### src/design/egcd_pkg.sv
// Shared types for the extended Euclid unit.
`default_nettype none

package egcd_pkg;

  // One quotient bit leaving the serial divider, MSB first
  typedef struct packed {
    logic valid;  // a quotient bit is present this cycle
    logic qbit;   // the quotient bit itself
    logic last;   // least significant quotient bit of this division
  } egcd_qbit_t;

endpackage : egcd_pkg

`default_nettype wire

### src/design/egcd_div.sv
// Restoring divider that yields one quotient bit per cycle, MSB first.
`default_nettype none

module egcd_div #(
  parameter int unsigned W = 31
) (
  input  logic                 clk_i,
  input  logic                 rst_ni,
  input  logic                 load_i,
  input  logic [W-1:0]         dividend_i,
  input  logic [W-1:0]         divisor_i,
  output egcd_pkg::egcd_qbit_t qbit_o,
  output logic [W-1:0]         rem_o
);
  import egcd_pkg::*;

  localparam int unsigned CntW = $clog2(W);

  logic [W-1:0]    dvd_q, dvd_d;
  logic [W-1:0]    dsr_q, dsr_d;
  logic [W-1:0]    rem_q, rem_d;
  logic [CntW-1:0] cnt_q, cnt_d;
  logic            active_q, active_d;
  logic [W:0]      trial;
  logic [W:0]      diff;
  logic            fits;
  logic            last;

  // Trial subtract of the divisor from the shifted partial remainder
  assign trial = {rem_q, dvd_q[W-1]};
  assign diff  = trial - {1'b0, dsr_q};
  assign fits  = ~diff[W];
  assign last  = (cnt_q == '0);

  // Advance one dividend bit per cycle while active
  always_comb begin
    dvd_d    = dvd_q;
    dsr_d    = dsr_q;
    rem_d    = rem_q;
    cnt_d    = cnt_q;
    active_d = active_q;
    if (load_i) begin
      dvd_d    = dividend_i;
      dsr_d    = divisor_i;
      rem_d    = '0;
      cnt_d    = CntW'(W - 1);
      active_d = 1'b1;
    end else if (active_q) begin
      dvd_d = {dvd_q[W-2:0], 1'b0};
      rem_d = fits ? diff[W-1:0] : trial[W-1:0];
      cnt_d = cnt_q - CntW'(1);
      if (last) begin
        active_d = 1'b0;
      end
    end
  end

  always_ff @(posedge clk_i or negedge rst_ni) begin
    if (!rst_ni) begin
      active_q <= 1'b0;
      cnt_q    <= '0;
    end else begin
      active_q <= active_d;
      cnt_q    <= cnt_d;
    end
  end

  // Datapath registers hold no reset
  always_ff @(posedge clk_i) begin
    dvd_q <= dvd_d;
    dsr_q <= dsr_d;
    rem_q <= rem_d;
  end

  assign qbit_o.valid = active_q;
  assign qbit_o.qbit  = active_q & fits;
  assign qbit_o.last  = active_q & last;
  assign rem_o        = rem_q;

endmodule : egcd_div

`default_nettype wire

### src/design/egcd_macc.sv
// Serial multiplier: builds quotient times coefficient from MSB-first quotient bits.
`default_nettype none

module egcd_macc #(
  parameter int unsigned CW = 32
) (
  input  logic                 clk_i,
  input  logic                 rst_ni,
  input  logic                 clear_i,
  input  egcd_pkg::egcd_qbit_t qbit_i,
  input  logic [CW-1:0]        coef_i,
  output logic [CW-1:0]        prod_o
);
  import egcd_pkg::*;

  logic [CW-1:0] acc_q, acc_d;

  // Horner step: double and add the coefficient when the bit is set
  always_comb begin
    acc_d = acc_q;
    if (clear_i) begin
      acc_d = '0;
    end else if (qbit_i.valid) begin
      acc_d = {acc_q[CW-2:0], 1'b0} + (qbit_i.qbit ? coef_i : '0);
    end
  end

  always_ff @(posedge clk_i or negedge rst_ni) begin
    if (!rst_ni) begin
      acc_q <= '0;
    end else begin
      acc_q <= acc_d;
    end
  end

  assign prod_o = acc_q;

endmodule : egcd_macc

`default_nettype wire

### src/design/extended_gcd_unit.sv
// Top level of the extended Euclid unit: step sequencer and result register.
//
// Usage: drive first_operand_i and second_operand_i and raise start while
// busy is low; the beat is taken at that clock edge and busy rises. The unit
// returns gcd g on divisor_o and Bezout coefficients p, q on coef_first_o and
// coef_second_o (two's complement, a*p + b*q = g), marked by done_o for
// exactly one cycle. The receiver cannot stall; the result is simply shown
// for that one cycle and then dropped from the strobe.
// Each Euclid step runs a zero test, then the quotient bits, one per cycle
// from the serial divider, then a coefficient update. busy is already low in
// the cycle done_o is high, so the next beat may be taken at the edge that
// ends the result cycle.
// Reset returns the unit to idle and drops done_o; nothing is kept between
// items.
`default_nettype none

module extended_gcd_unit #(
  parameter int unsigned OPERAND_BITS = 31
) (
  input  logic                           clk_i,
  input  logic                           rst_ni,
  input  logic                           start,
  output logic                           busy,
  input  logic [OPERAND_BITS-1:0]        first_operand_i,
  input  logic [OPERAND_BITS-1:0]        second_operand_i,
  output logic                           done_o,
  output logic [OPERAND_BITS-1:0]        divisor_o,
  output logic signed [OPERAND_BITS:0]   coef_first_o,
  output logic signed [OPERAND_BITS:0]   coef_second_o
);
  import egcd_pkg::*;

  localparam int unsigned W  = OPERAND_BITS;
  localparam int unsigned CW = OPERAND_BITS + 1;

  typedef enum logic [1:0] {
    S_IDLE,
    S_TEST,
    S_DIV,
    S_UPD
  } state_e;

  state_e        state_q;
  logic [W-1:0]  r_prev_q, r_cur_q;
  logic [CW-1:0] s_prev_q, s_cur_q;
  logic [CW-1:0] t_prev_q, t_cur_q;
  logic          done_q;
  logic [W-1:0]  g_q;
  logic [CW-1:0] p_q, q_q;

  logic          div_load;
  egcd_qbit_t    qbit;
  logic [W-1:0]  rem;
  logic [CW-1:0] s_prod, t_prod;
  logic          accept;

  assign accept   = start && !busy;
  assign div_load = (state_q == S_TEST) && (r_cur_q != '0);

  // Serial divider for the step quotient and remainder
  egcd_div #(
    .W (W)
  ) u_div (
    .clk_i      (clk_i),
    .rst_ni     (rst_ni),
    .load_i     (div_load),
    .dividend_i (r_prev_q),
    .divisor_i  (r_cur_q),
    .qbit_o     (qbit),
    .rem_o      (rem)
  );

  // Quotient times current coefficients, built alongside the division
  egcd_macc #(
    .CW (CW)
  ) u_macc_s (
    .clk_i   (clk_i),
    .rst_ni  (rst_ni),
    .clear_i (div_load),
    .qbit_i  (qbit),
    .coef_i  (s_cur_q),
    .prod_o  (s_prod)
  );

  egcd_macc #(
    .CW (CW)
  ) u_macc_t (
    .clk_i   (clk_i),
    .rst_ni  (rst_ni),
    .clear_i (div_load),
    .qbit_i  (qbit),
    .coef_i  (t_cur_q),
    .prod_o  (t_prod)
  );

  // Sequence the Euclid steps and register the result
  always_ff @(posedge clk_i or negedge rst_ni) begin
    if (!rst_ni) begin
      state_q  <= S_IDLE;
      done_q   <= 1'b0;
      r_prev_q <= '0;
      r_cur_q  <= '0;
      s_prev_q <= '0;
      s_cur_q  <= '0;
      t_prev_q <= '0;
      t_cur_q  <= '0;
      g_q      <= '0;
      p_q      <= '0;
      q_q      <= '0;
    end else begin
      done_q <= 1'b0;
      unique case (state_q)
        S_IDLE: begin
          if (start) begin
            r_prev_q <= first_operand_i;
            r_cur_q  <= second_operand_i;
            s_prev_q <= CW'(1);
            s_cur_q  <= '0;
            t_prev_q <= '0;
            t_cur_q  <= CW'(1);
            state_q  <= S_TEST;
          end
        end
        S_TEST: begin
          if (r_cur_q == '0) begin
            g_q     <= r_prev_q;
            p_q     <= s_prev_q;
            q_q     <= t_prev_q;
            done_q  <= 1'b1;
            state_q <= S_IDLE;
          end else begin
            state_q <= S_DIV;
          end
        end
        S_DIV: begin
          if (qbit.last) begin
            state_q <= S_UPD;
          end
        end
        S_UPD: begin
          r_prev_q <= r_cur_q;
          r_cur_q  <= rem;
          s_prev_q <= s_cur_q;
          s_cur_q  <= s_prev_q - s_prod;
          t_prev_q <= t_cur_q;
          t_cur_q  <= t_prev_q - t_prod;
          state_q  <= S_TEST;
        end
        default: begin
          state_q <= S_IDLE;
        end
      endcase
    end
  end

  assign busy          = (state_q != S_IDLE);
  assign done_o        = done_q;
  assign divisor_o     = g_q;
  assign coef_first_o  = p_q;
  assign coef_second_o = q_q;

  // A result only appears once the sequencer is back to idle
  a_done_idle : assert property (@(posedge clk_i) disable iff (!rst_ni)
    done_o |-> !busy)
    else $error("result strobe while busy");

  // An accepted beat always makes the unit busy
  a_accept_busy : assert property (@(posedge clk_i) disable iff (!rst_ni)
    accept |=> busy)
    else $error("accepted beat did not start the unit");

  // Division never runs with a zero divisor
  a_div_nonzero : assert property (@(posedge clk_i) disable iff (!rst_ni)
    (state_q == S_DIV) |-> (r_cur_q != '0))
    else $error("division with zero divisor");

  // Quotient bits only stream during the division phase
  a_qbit_in_div : assert property (@(posedge clk_i) disable iff (!rst_ni)
    qbit.valid |-> (state_q == S_DIV))
    else $error("quotient bit outside division");

  // The remainder handed to the next step is below its divisor
  a_rem_below : assert property (@(posedge clk_i) disable iff (!rst_ni)
    (state_q == S_UPD) |-> (rem < r_cur_q))
    else $error("remainder not below divisor");

endmodule : extended_gcd_unit

`default_nettype wire
### config.mk
export PLATFORM = sky130hd
export DESIGN_NAME = extended_gcd_unit
export DESIGN_NICKNAME = d
export VERILOG_FILES = /design/src/design/egcd_pkg.sv /design/src/design/egcd_div.sv /design/src/design/egcd_macc.sv /design/src/design/extended_gcd_unit.sv
export SDC_FILE = /design/constraint.sdc
export NUM_CORES = 1
export LEC_CHECK = 0
export BUFFER_PORTS_ARGS = -buffer_cell sky130_fd_sc_hd__buf_2
export CAP_MARGIN = 20
export CORE_UTILIZATION = 50
export DETAILED_ROUTE_END_ITERATION = 12
export GPL_ROUTABILITY_DRIVEN = 0
export GPL_TIMING_DRIVEN = 0
export PLACE_DENSITY = 0.68
export SLEW_MARGIN = 20
export SYNTH_ARGS = -nofsm -noshare
export SYNTH_HDL_FRONTEND = slang
export SYNTH_SLANG_ARGS = --single-unit
export TNS_END_PERCENT = 50
### constraint.sdc
create_clock -name clk_i -period 6 [get_ports clk_i]
set_input_delay 0.6 -clock clk_i [delete_from_list [all_inputs] [get_ports clk_i]]
set_output_delay 0.6 -clock clk_i [all_outputs]
set_load 0.02 [all_outputs]
* Yosys cells after proc, flatten, opt, wreduce, memory -nomap -nowiden
Index checks and enable logic that the tools add are counted.
Cells by class: $add $sub $neg 6, eq/ne operators 5, multiplexer cells 30, bitwise logic cells 3, reduce and logical (&&, ||, !) cells 11
Operators with widths (number):
- $mux 32 | 8
- $pmux 32 s2 | 4
- $mux 31 | 5
- $pmux 31 s2 | 2
- $add 32x32->32 | 2
- $sub 32x32->32 | 2
- $sub 32x31->32 | 1
- $logic_not 31->1 | 1
- $reduce_bool 31->1 | 1
- $mux 5 | 2
- $pmux 2 s4 | 1
- $mux 2 | 3
- $reduce_and 2->1 | 3
- $reduce_bool 2->1 | 3
- $logic_not 5->1 | 1
- $mux 1 | 5
- $sub 5x1->5 const B | 1
- $eq 2x2->1 const B | 2
- $ne 2x2->1 const B | 2
- $and 1x1->1 | 2
- $eq 2x1->1 const B | 1
- $logic_not 2->1 | 1
- $logic_and 1x1->1 | 1
- $not 1->1 | 1
Word-level totals: flip-flop bits (word level) 451, bits of input ports 65, output and inout port bits 97, logic and storage cells 73

* Depth between registers and ports, before layout
depth in word-level cells 7, mapped depth 23, gate-level depth less buffers 22

* Hierarchy
Synthesis repeated with hierarchy kept, for this count alone.
Second synthesis, totals: cell total of the unflattened synthesis 2679, area total of the unflattened synthesis 26630.5 µm²
By module, submodules not included:
- extended_gcd_unit | instances 1, cells an instance 1343, area each 14512.7 µm², sequential area each 7206.9 µm²
- egcd_div | instances 1, cells an instance 570, area each 5761.8 µm², sequential area each 2632.5 µm²
- egcd_macc (u_macc_s) | instances 1, cells an instance 396, area each 3229.3 µm², sequential area each 800.8 µm²
- egcd_macc (u_macc_t) | instances 1, cells an instance 370, area each 3126.7 µm², sequential area each 800.8 µm²

* Worst setup path after synthesis
OpenSTA, ideal clock, no wires.
path type reg2reg, start register u_div.dsr_q[11], end register u_macc_t.acc_q[31], in the netlist u_macc_t.prod_o[31], setup time 0.136 ns, data arrival time 5.093 ns, required time 5.864 ns, slack 0.770 ns, stages on the path, launching flop included 24, buffers on the path 1, clock period less this slack 5.230 ns, cells stage by stage edfxtp_1 -> inv_1 -> ha_1 -> a21o_1 -> o22ai_1 -> o31ai_1 -> a21oi_2 -> o41a_1 -> o31a_4 -> xnor2_4 -> buf_2 -> and3_1 -> ha_1 -> fa_1 -> a21oi_1 -> o211ai_1 -> a31oi_1 -> o31ai_1 -> a41oi_1 -> o31ai_1 -> a311oi_1 -> xnor2_1 -> xnor2_1 -> a21oi_1
Between the ends: word-level cells in the longest chain between the ends 7
RTL lines:
- from (decl) | line egcd_div.sv:20 | logic [W-1:0] dsr_q, dsr_d;
- from (signal assigned) | line egcd_div.sv:71 | dsr_q <= dsr_d;
- $sub 32x31->32 | line egcd_div.sv:31 | assign diff = trial - {1'b0, dsr_q};
- $not 1->1 | line egcd_div.sv:32 | assign fits = ~diff[W];
- $and 1x1->1 | line egcd_div.sv:76 | assign qbit_o.qbit = active_q & fits;
- $mux 32 | line egcd_macc.sv:24 | acc_d = {acc_q[CW-2:0], 1'b0} + (qbit_i.qbit ? coef_i : '0);
- $add 32x32->32 | line egcd_macc.sv:24
- $mux 32 | line egcd_macc.sv:23 | end else if (qbit_i.valid) begin
- $mux 32 | line egcd_macc.sv:21 | if (clear_i) begin
- to (signal assigned) | line egcd_macc.sv:30 | acc_q <= '0;
- to (signal assigned) | line egcd_macc.sv:32 | acc_q <= acc_d;
- to (decl) | line egcd_macc.sv:16 | logic [CW-1:0] acc_q, acc_d;
No other way between the ends. The select of a mux whose other input is x is not followed. A chain may end at the register's enable or synchronous reset.

* Worst setup path after layout
start register u_div.rem_q[10], in the netlist u_div.rem_o[10], end register u_macc_t.acc_q[31], in the netlist u_macc_t.prod_o[31]
Between the ends: word-level cells in the longest chain between the ends 7
RTL lines:
- from (decl) | line egcd_div.sv:21 | logic [W-1:0] rem_q, rem_d;
- from (signal assigned) | line egcd_div.sv:72 | rem_q <= rem_d;
- $sub 32x31->32 | line egcd_div.sv:31
- $not 1->1 | line egcd_div.sv:32
- $and 1x1->1 | line egcd_div.sv:76
- $mux 32 | line egcd_macc.sv:24
- $add 32x32->32 | line egcd_macc.sv:24
- $mux 32 | line egcd_macc.sv:23
- $mux 32 | line egcd_macc.sv:21
No other way between the ends. The select of a mux whose other input is x is not followed.

==> metrics.md <==
| Metric | Value |
|---|---|
| GRT Total Usage | 27.07% |
| Iteration-0 DRC count of the detailed router | 1995 |
| Reg power frac | 27.4% |
| Hold Violations, Final | 10 |
| Max Slew Vio Count | 0 |
| Post-Synth Simple-Gate Area | 12.40% |
| Mux contribution to synthesized area | 8.025% |
| Headroom to the max-slew limit | 25.51% |
| Total Power Consumption | 0.01842 W |
| Failing checks | negative hold slack |
| # hold bufs at CTS | 0 |
| IO Count | 162 |
| Synth unique cells | 73 |
| CP Max Fanout | 10 |
| DRC errors left | 0 |
| Logic pwr share | 55.7% |
| Hpwl dp | 51750 µm |
| Routed wl met3 | 4737 µm |
| Metal2 WL | 31740 µm |
| Kind of critical path | reg -> reg |
| Post-synthesis xor/xnor area fraction | 4.627% |
| Area fraction in compound gates after synthesis | 18.03% |
| Cell Area, Synth | 25550 µm² |
| First-pass GRT wire length | 112600 µm |
| #FFs+latches synth | 451 |
| Synth Instances | 2621 |
| Core Footprint | 50270 µm² |
| Die height | 228.1 µm |
| Num rows | 82 |
| Synth Area per Inst | 9.749 µm² |
| Final net count | 3078 |
| Via-to-Cell Ratio | 5.866 |
| H-tree depth | 2 |
| HP Class | in -> async |
| Final min period | 5.825 ns |
| Max-cap viol count | 0 |
| Main combinational cell family by area after synthesis | compound AO/OA/AOI/OAI gates |
| PortBufs | 161 |
| WL/cell | 19.90 µm |
| Top Metal Used | met5 |
| DRT met1 WL | 32350 µm |
| Leak Pwr | 14.36 nW |
| Switching power total | 0.008204 W |
| FF-to-FF Start | u_div.rem_o[10] |
| Crit. End Element | flip-flop |
| Fin Hold WS | -0.01921 ns |
| First-pass detailed-route iteration total | 5 |
| F_max | 0.1717 GHz |
| Reg2Reg Setup Slack | 0.17 ns |
| Pwr/cell area | 631.4 nW/µm² |
| Worst-Margin Slew | 1.117 ns |
| Cells on worst reg2reg path | 22 |
| Setup ws final | 0.1746 ns |
| Layout cell share with drive strength beyond 1 | 13.38% |
| Die width | 228.1 µm |
| Post-Route WL | 70760 µm |
| Synth Flop Type | dfrtp_1 |
| Net Count, Synth | 2851 |
| Pin count of the biggest net entering global routing | 97 |
| CTS tree | yes |
| Clock root buffer | clkbuf_16 |
| DP Worst Slack | -0.2580 ns |
| Startpoint type of the worst setup path | flip-flop |
| Antenna diodes | 0 |
| WP data required | 6.44 ns |
| Num CTS Buffers | 49 |
| FF-to-FF End | u_macc_t.prod_o[31] |
| Ys async rst share | 79.38% |
| Reg clk slew, reported paths | 0.06 ns |
| Fin util | 58.03% |
| Worst clock skew | 0.02715 ns |
| Total number of vias | 20860 |
| Synth warn | 0 |
| Antenna Nets Post-Route | 0 |
| Vias in the first global route | 20440 |
| Sequential area share after synthesis | 44.77% |
| # fillers | 4367 |
| Clk_lat worst skew | 0.61 ns |
| Switching share of power | 44.54% |
| Starting density of the core | 50.83% |
| Gr ovfl total | 0 |
| Clock sinks | 451 |
| Die area | 52010 µm² |
| Worst ir drop on vdd | 0.2698 mV |
| Final setup fails | 0 |
| Synthesized-area fraction occupied by adder cells | 8.226% |
| Synth-to-layout area growth | 14.17% |
| Final Cycle Share | 97.09% |
| EDFF count, synth | 62 |
| Outcome | finished with violations |
| Clock Power Share | 16.9% |
| Clock buffer depth | 3 |
| Crit path DAT | 6.26 ns |
| Initial antenna violation count | 7 |
| P_int | 0.01022 W |
==> critical path, stage by stage, from the launching register on <==
cell	delay (ns)
dfxtp_1	0.36
ha_2	0.41
a21o_1	0.17
o22ai_1	0.08
o31ai_1	0.27
a21oi_2	0.11
o41a_1	0.52
o31a_4	0.41
xnor2_4	0.19
clkbuf_4	0.24
and3_1	0.21
ha_1	0.21
fa_1	0.45
a21oi_2	0.21
o211ai_1	0.16
a31oi_2	0.34
o31ai_2	0.12
a41oi_2	0.34
o31ai_4	0.12
a311oi_2	0.30
xnor2_1	0.17
xnor2_1	0.15
a21oi_1	0.09
==> placed cells by master (no fill, tap or decap), types with 97 or more instances in the layout <==
cell type / instances
a21oi_1: 163
buf_2: 164
clkbuf_1: 113
dfrtp_1: 358
ha_1: 158
inv_1: 136
mux2i_1: 97
nand2_1: 340
nor2_1: 128
o21ai_0: 221
==> cells by family (layout without fill, tap and decap cells) <==
kind of cell,after synthesis,count (layout)
compound gates,720,720
xor+xnor,132,132
fa+ha+maj,165,165
buf+inv,260,523
flops,451,451
mux,193,193
simple gates,700,700
==> what timing repair did <==
item,in CTS,in global routing
pin swaps,1,6
endpoints found under the setup margin,9,11
setup buffers,2,7
resized for setup,6,20
==> power by group through the flow <==
stage                     Combinational, W  Clock, W  Sequential (W)
after floorplan                    0.00772         0         0.00470
after global placement             0.00966         0         0.00504
after detailed placement           0.00994         0         0.00506
after CTS                           0.0101   0.00317         0.00502
after global routing                0.0114   0.00328         0.00514
final                               0.0103   0.00312         0.00504
==> flip-flops by register name, summed over array words and instances (netlist names), 32 cells and up <==
signal           cells
coef_first_o        32
coef_second_o       32
t_cur_q             32
s_cur_q             32
s_prev_q            32
u_macc_t.prod_o     32
t_prev_q            32
u_macc_s.prod_o     32
==> through the flow <==
| step | hold WS [ns] | TNS [ns] | area, µm² | std cells |
|---|---|---|---|---|
| 2_1_floorplan | 0.3044 | 0 | 25550 | 2621 |
| 3_3_place_gp | 0.4822 | -939.63 | 27200 | 3454 |
| 3_5_place_dp | 0.4861 | -0.7815 | 27340 | 3459 |
| 4_1_cts | 0.01221 | 0 | 29030 | 3548 |
| 5_1_grt | 0.03507 | -0.01599 | 29170 | 3556 |
| 6_report | -0.01921 | 0 | 29170 | 3556 |
==> worst max path at each step <==
stage	from	end	slack, ns	cells past startpoint
5_1_grt	u_div.rem_o[10]	u_macc_t.prod_o[31]	-0.02	22
4_1_cts	u_div.rem_o[7]	u_macc_t.prod_o[31]	0.01	22
3_3_place_gp	rst_ni	coef_first_o[14]	-2.69	1
3_5_place_dp	u_div.rem_o[3]	u_macc_t.prod_o[31]	-0.26	21
2_1_floorplan	u_div.dsr_q[11]	u_macc_t.prod_o[31]	0.77	23
6_report	u_div.rem_o[10]	u_macc_t.prod_o[31]	0.17	22
==> layer usage <==
| metal | vias up | track usage (%) |
|---|---|---|
| met4 | 2 | 9.396 |
| li1 | 9829 | - |
| met2 | 745 | 42.15 |
| met1 | 10150 | 39.00 |
| met5 | - | 0 |
| met3 | 129 | 3.263 |
==> synthesized netlist by cell type (5+ instances only) <==
library cell    n  area, µm²
o21bai_1       21      157.7
and3_1         71      444.2
mux2_2         95       1070
a22o_1         71      621.9
a31oi_1        23      143.9
fa_1            5      100.1
o22ai_1         5      31.28
dfxtp_1        31      620.6
nand3_1        36      180.2
nor4_1         12      75.07
dfrtp_1       358       8959
nand2_1       340       1276
clkbuf_1      103      386.6
a311oi_1       14      122.6
nor3b_1         8      60.06
buf_1          11      41.29
a2111oi_0       5      43.79
o21a_1         20      150.1
buf_2           5      25.02
o21ai_0       222       1111
a21oi_1       165      825.8
a21o_1         65      488.0
and2_1         11      68.82
a211o_1         7      61.31
mux2i_1        98      980.9
or3_1          11      68.82
inv_1         137      514.2
o211ai_1       16      120.1
a211oi_1       19      142.6
ha_1          160       2002
o31ai_1        14      105.1
xnor2_1        83      727.0
xor2_1         47      411.6
nand2b_1       24      150.1
edfxtp_1       62       1862
nor3_1         21      105.1
nand4_1        11      68.82
nor2_1        128      480.5
o31a_1          7      61.31
nor2b_1        15      93.84
==> cell type report <==
class,instances,area [µm²],share of cell area [%]
repair buffers,176,1021,3.500
clock buffers,74,1441,4.941
well taps,672,840.8,2.882
clock inverters,13,205.2,0.7034
flip-flops and latches,451,11440,39.22
plain buffers,123,496.7,1.703
multi-input cells,1910,13210,45.29
inverters,137,514.2,1.763
Note: power is estimated with default switching activity, not from simulation.
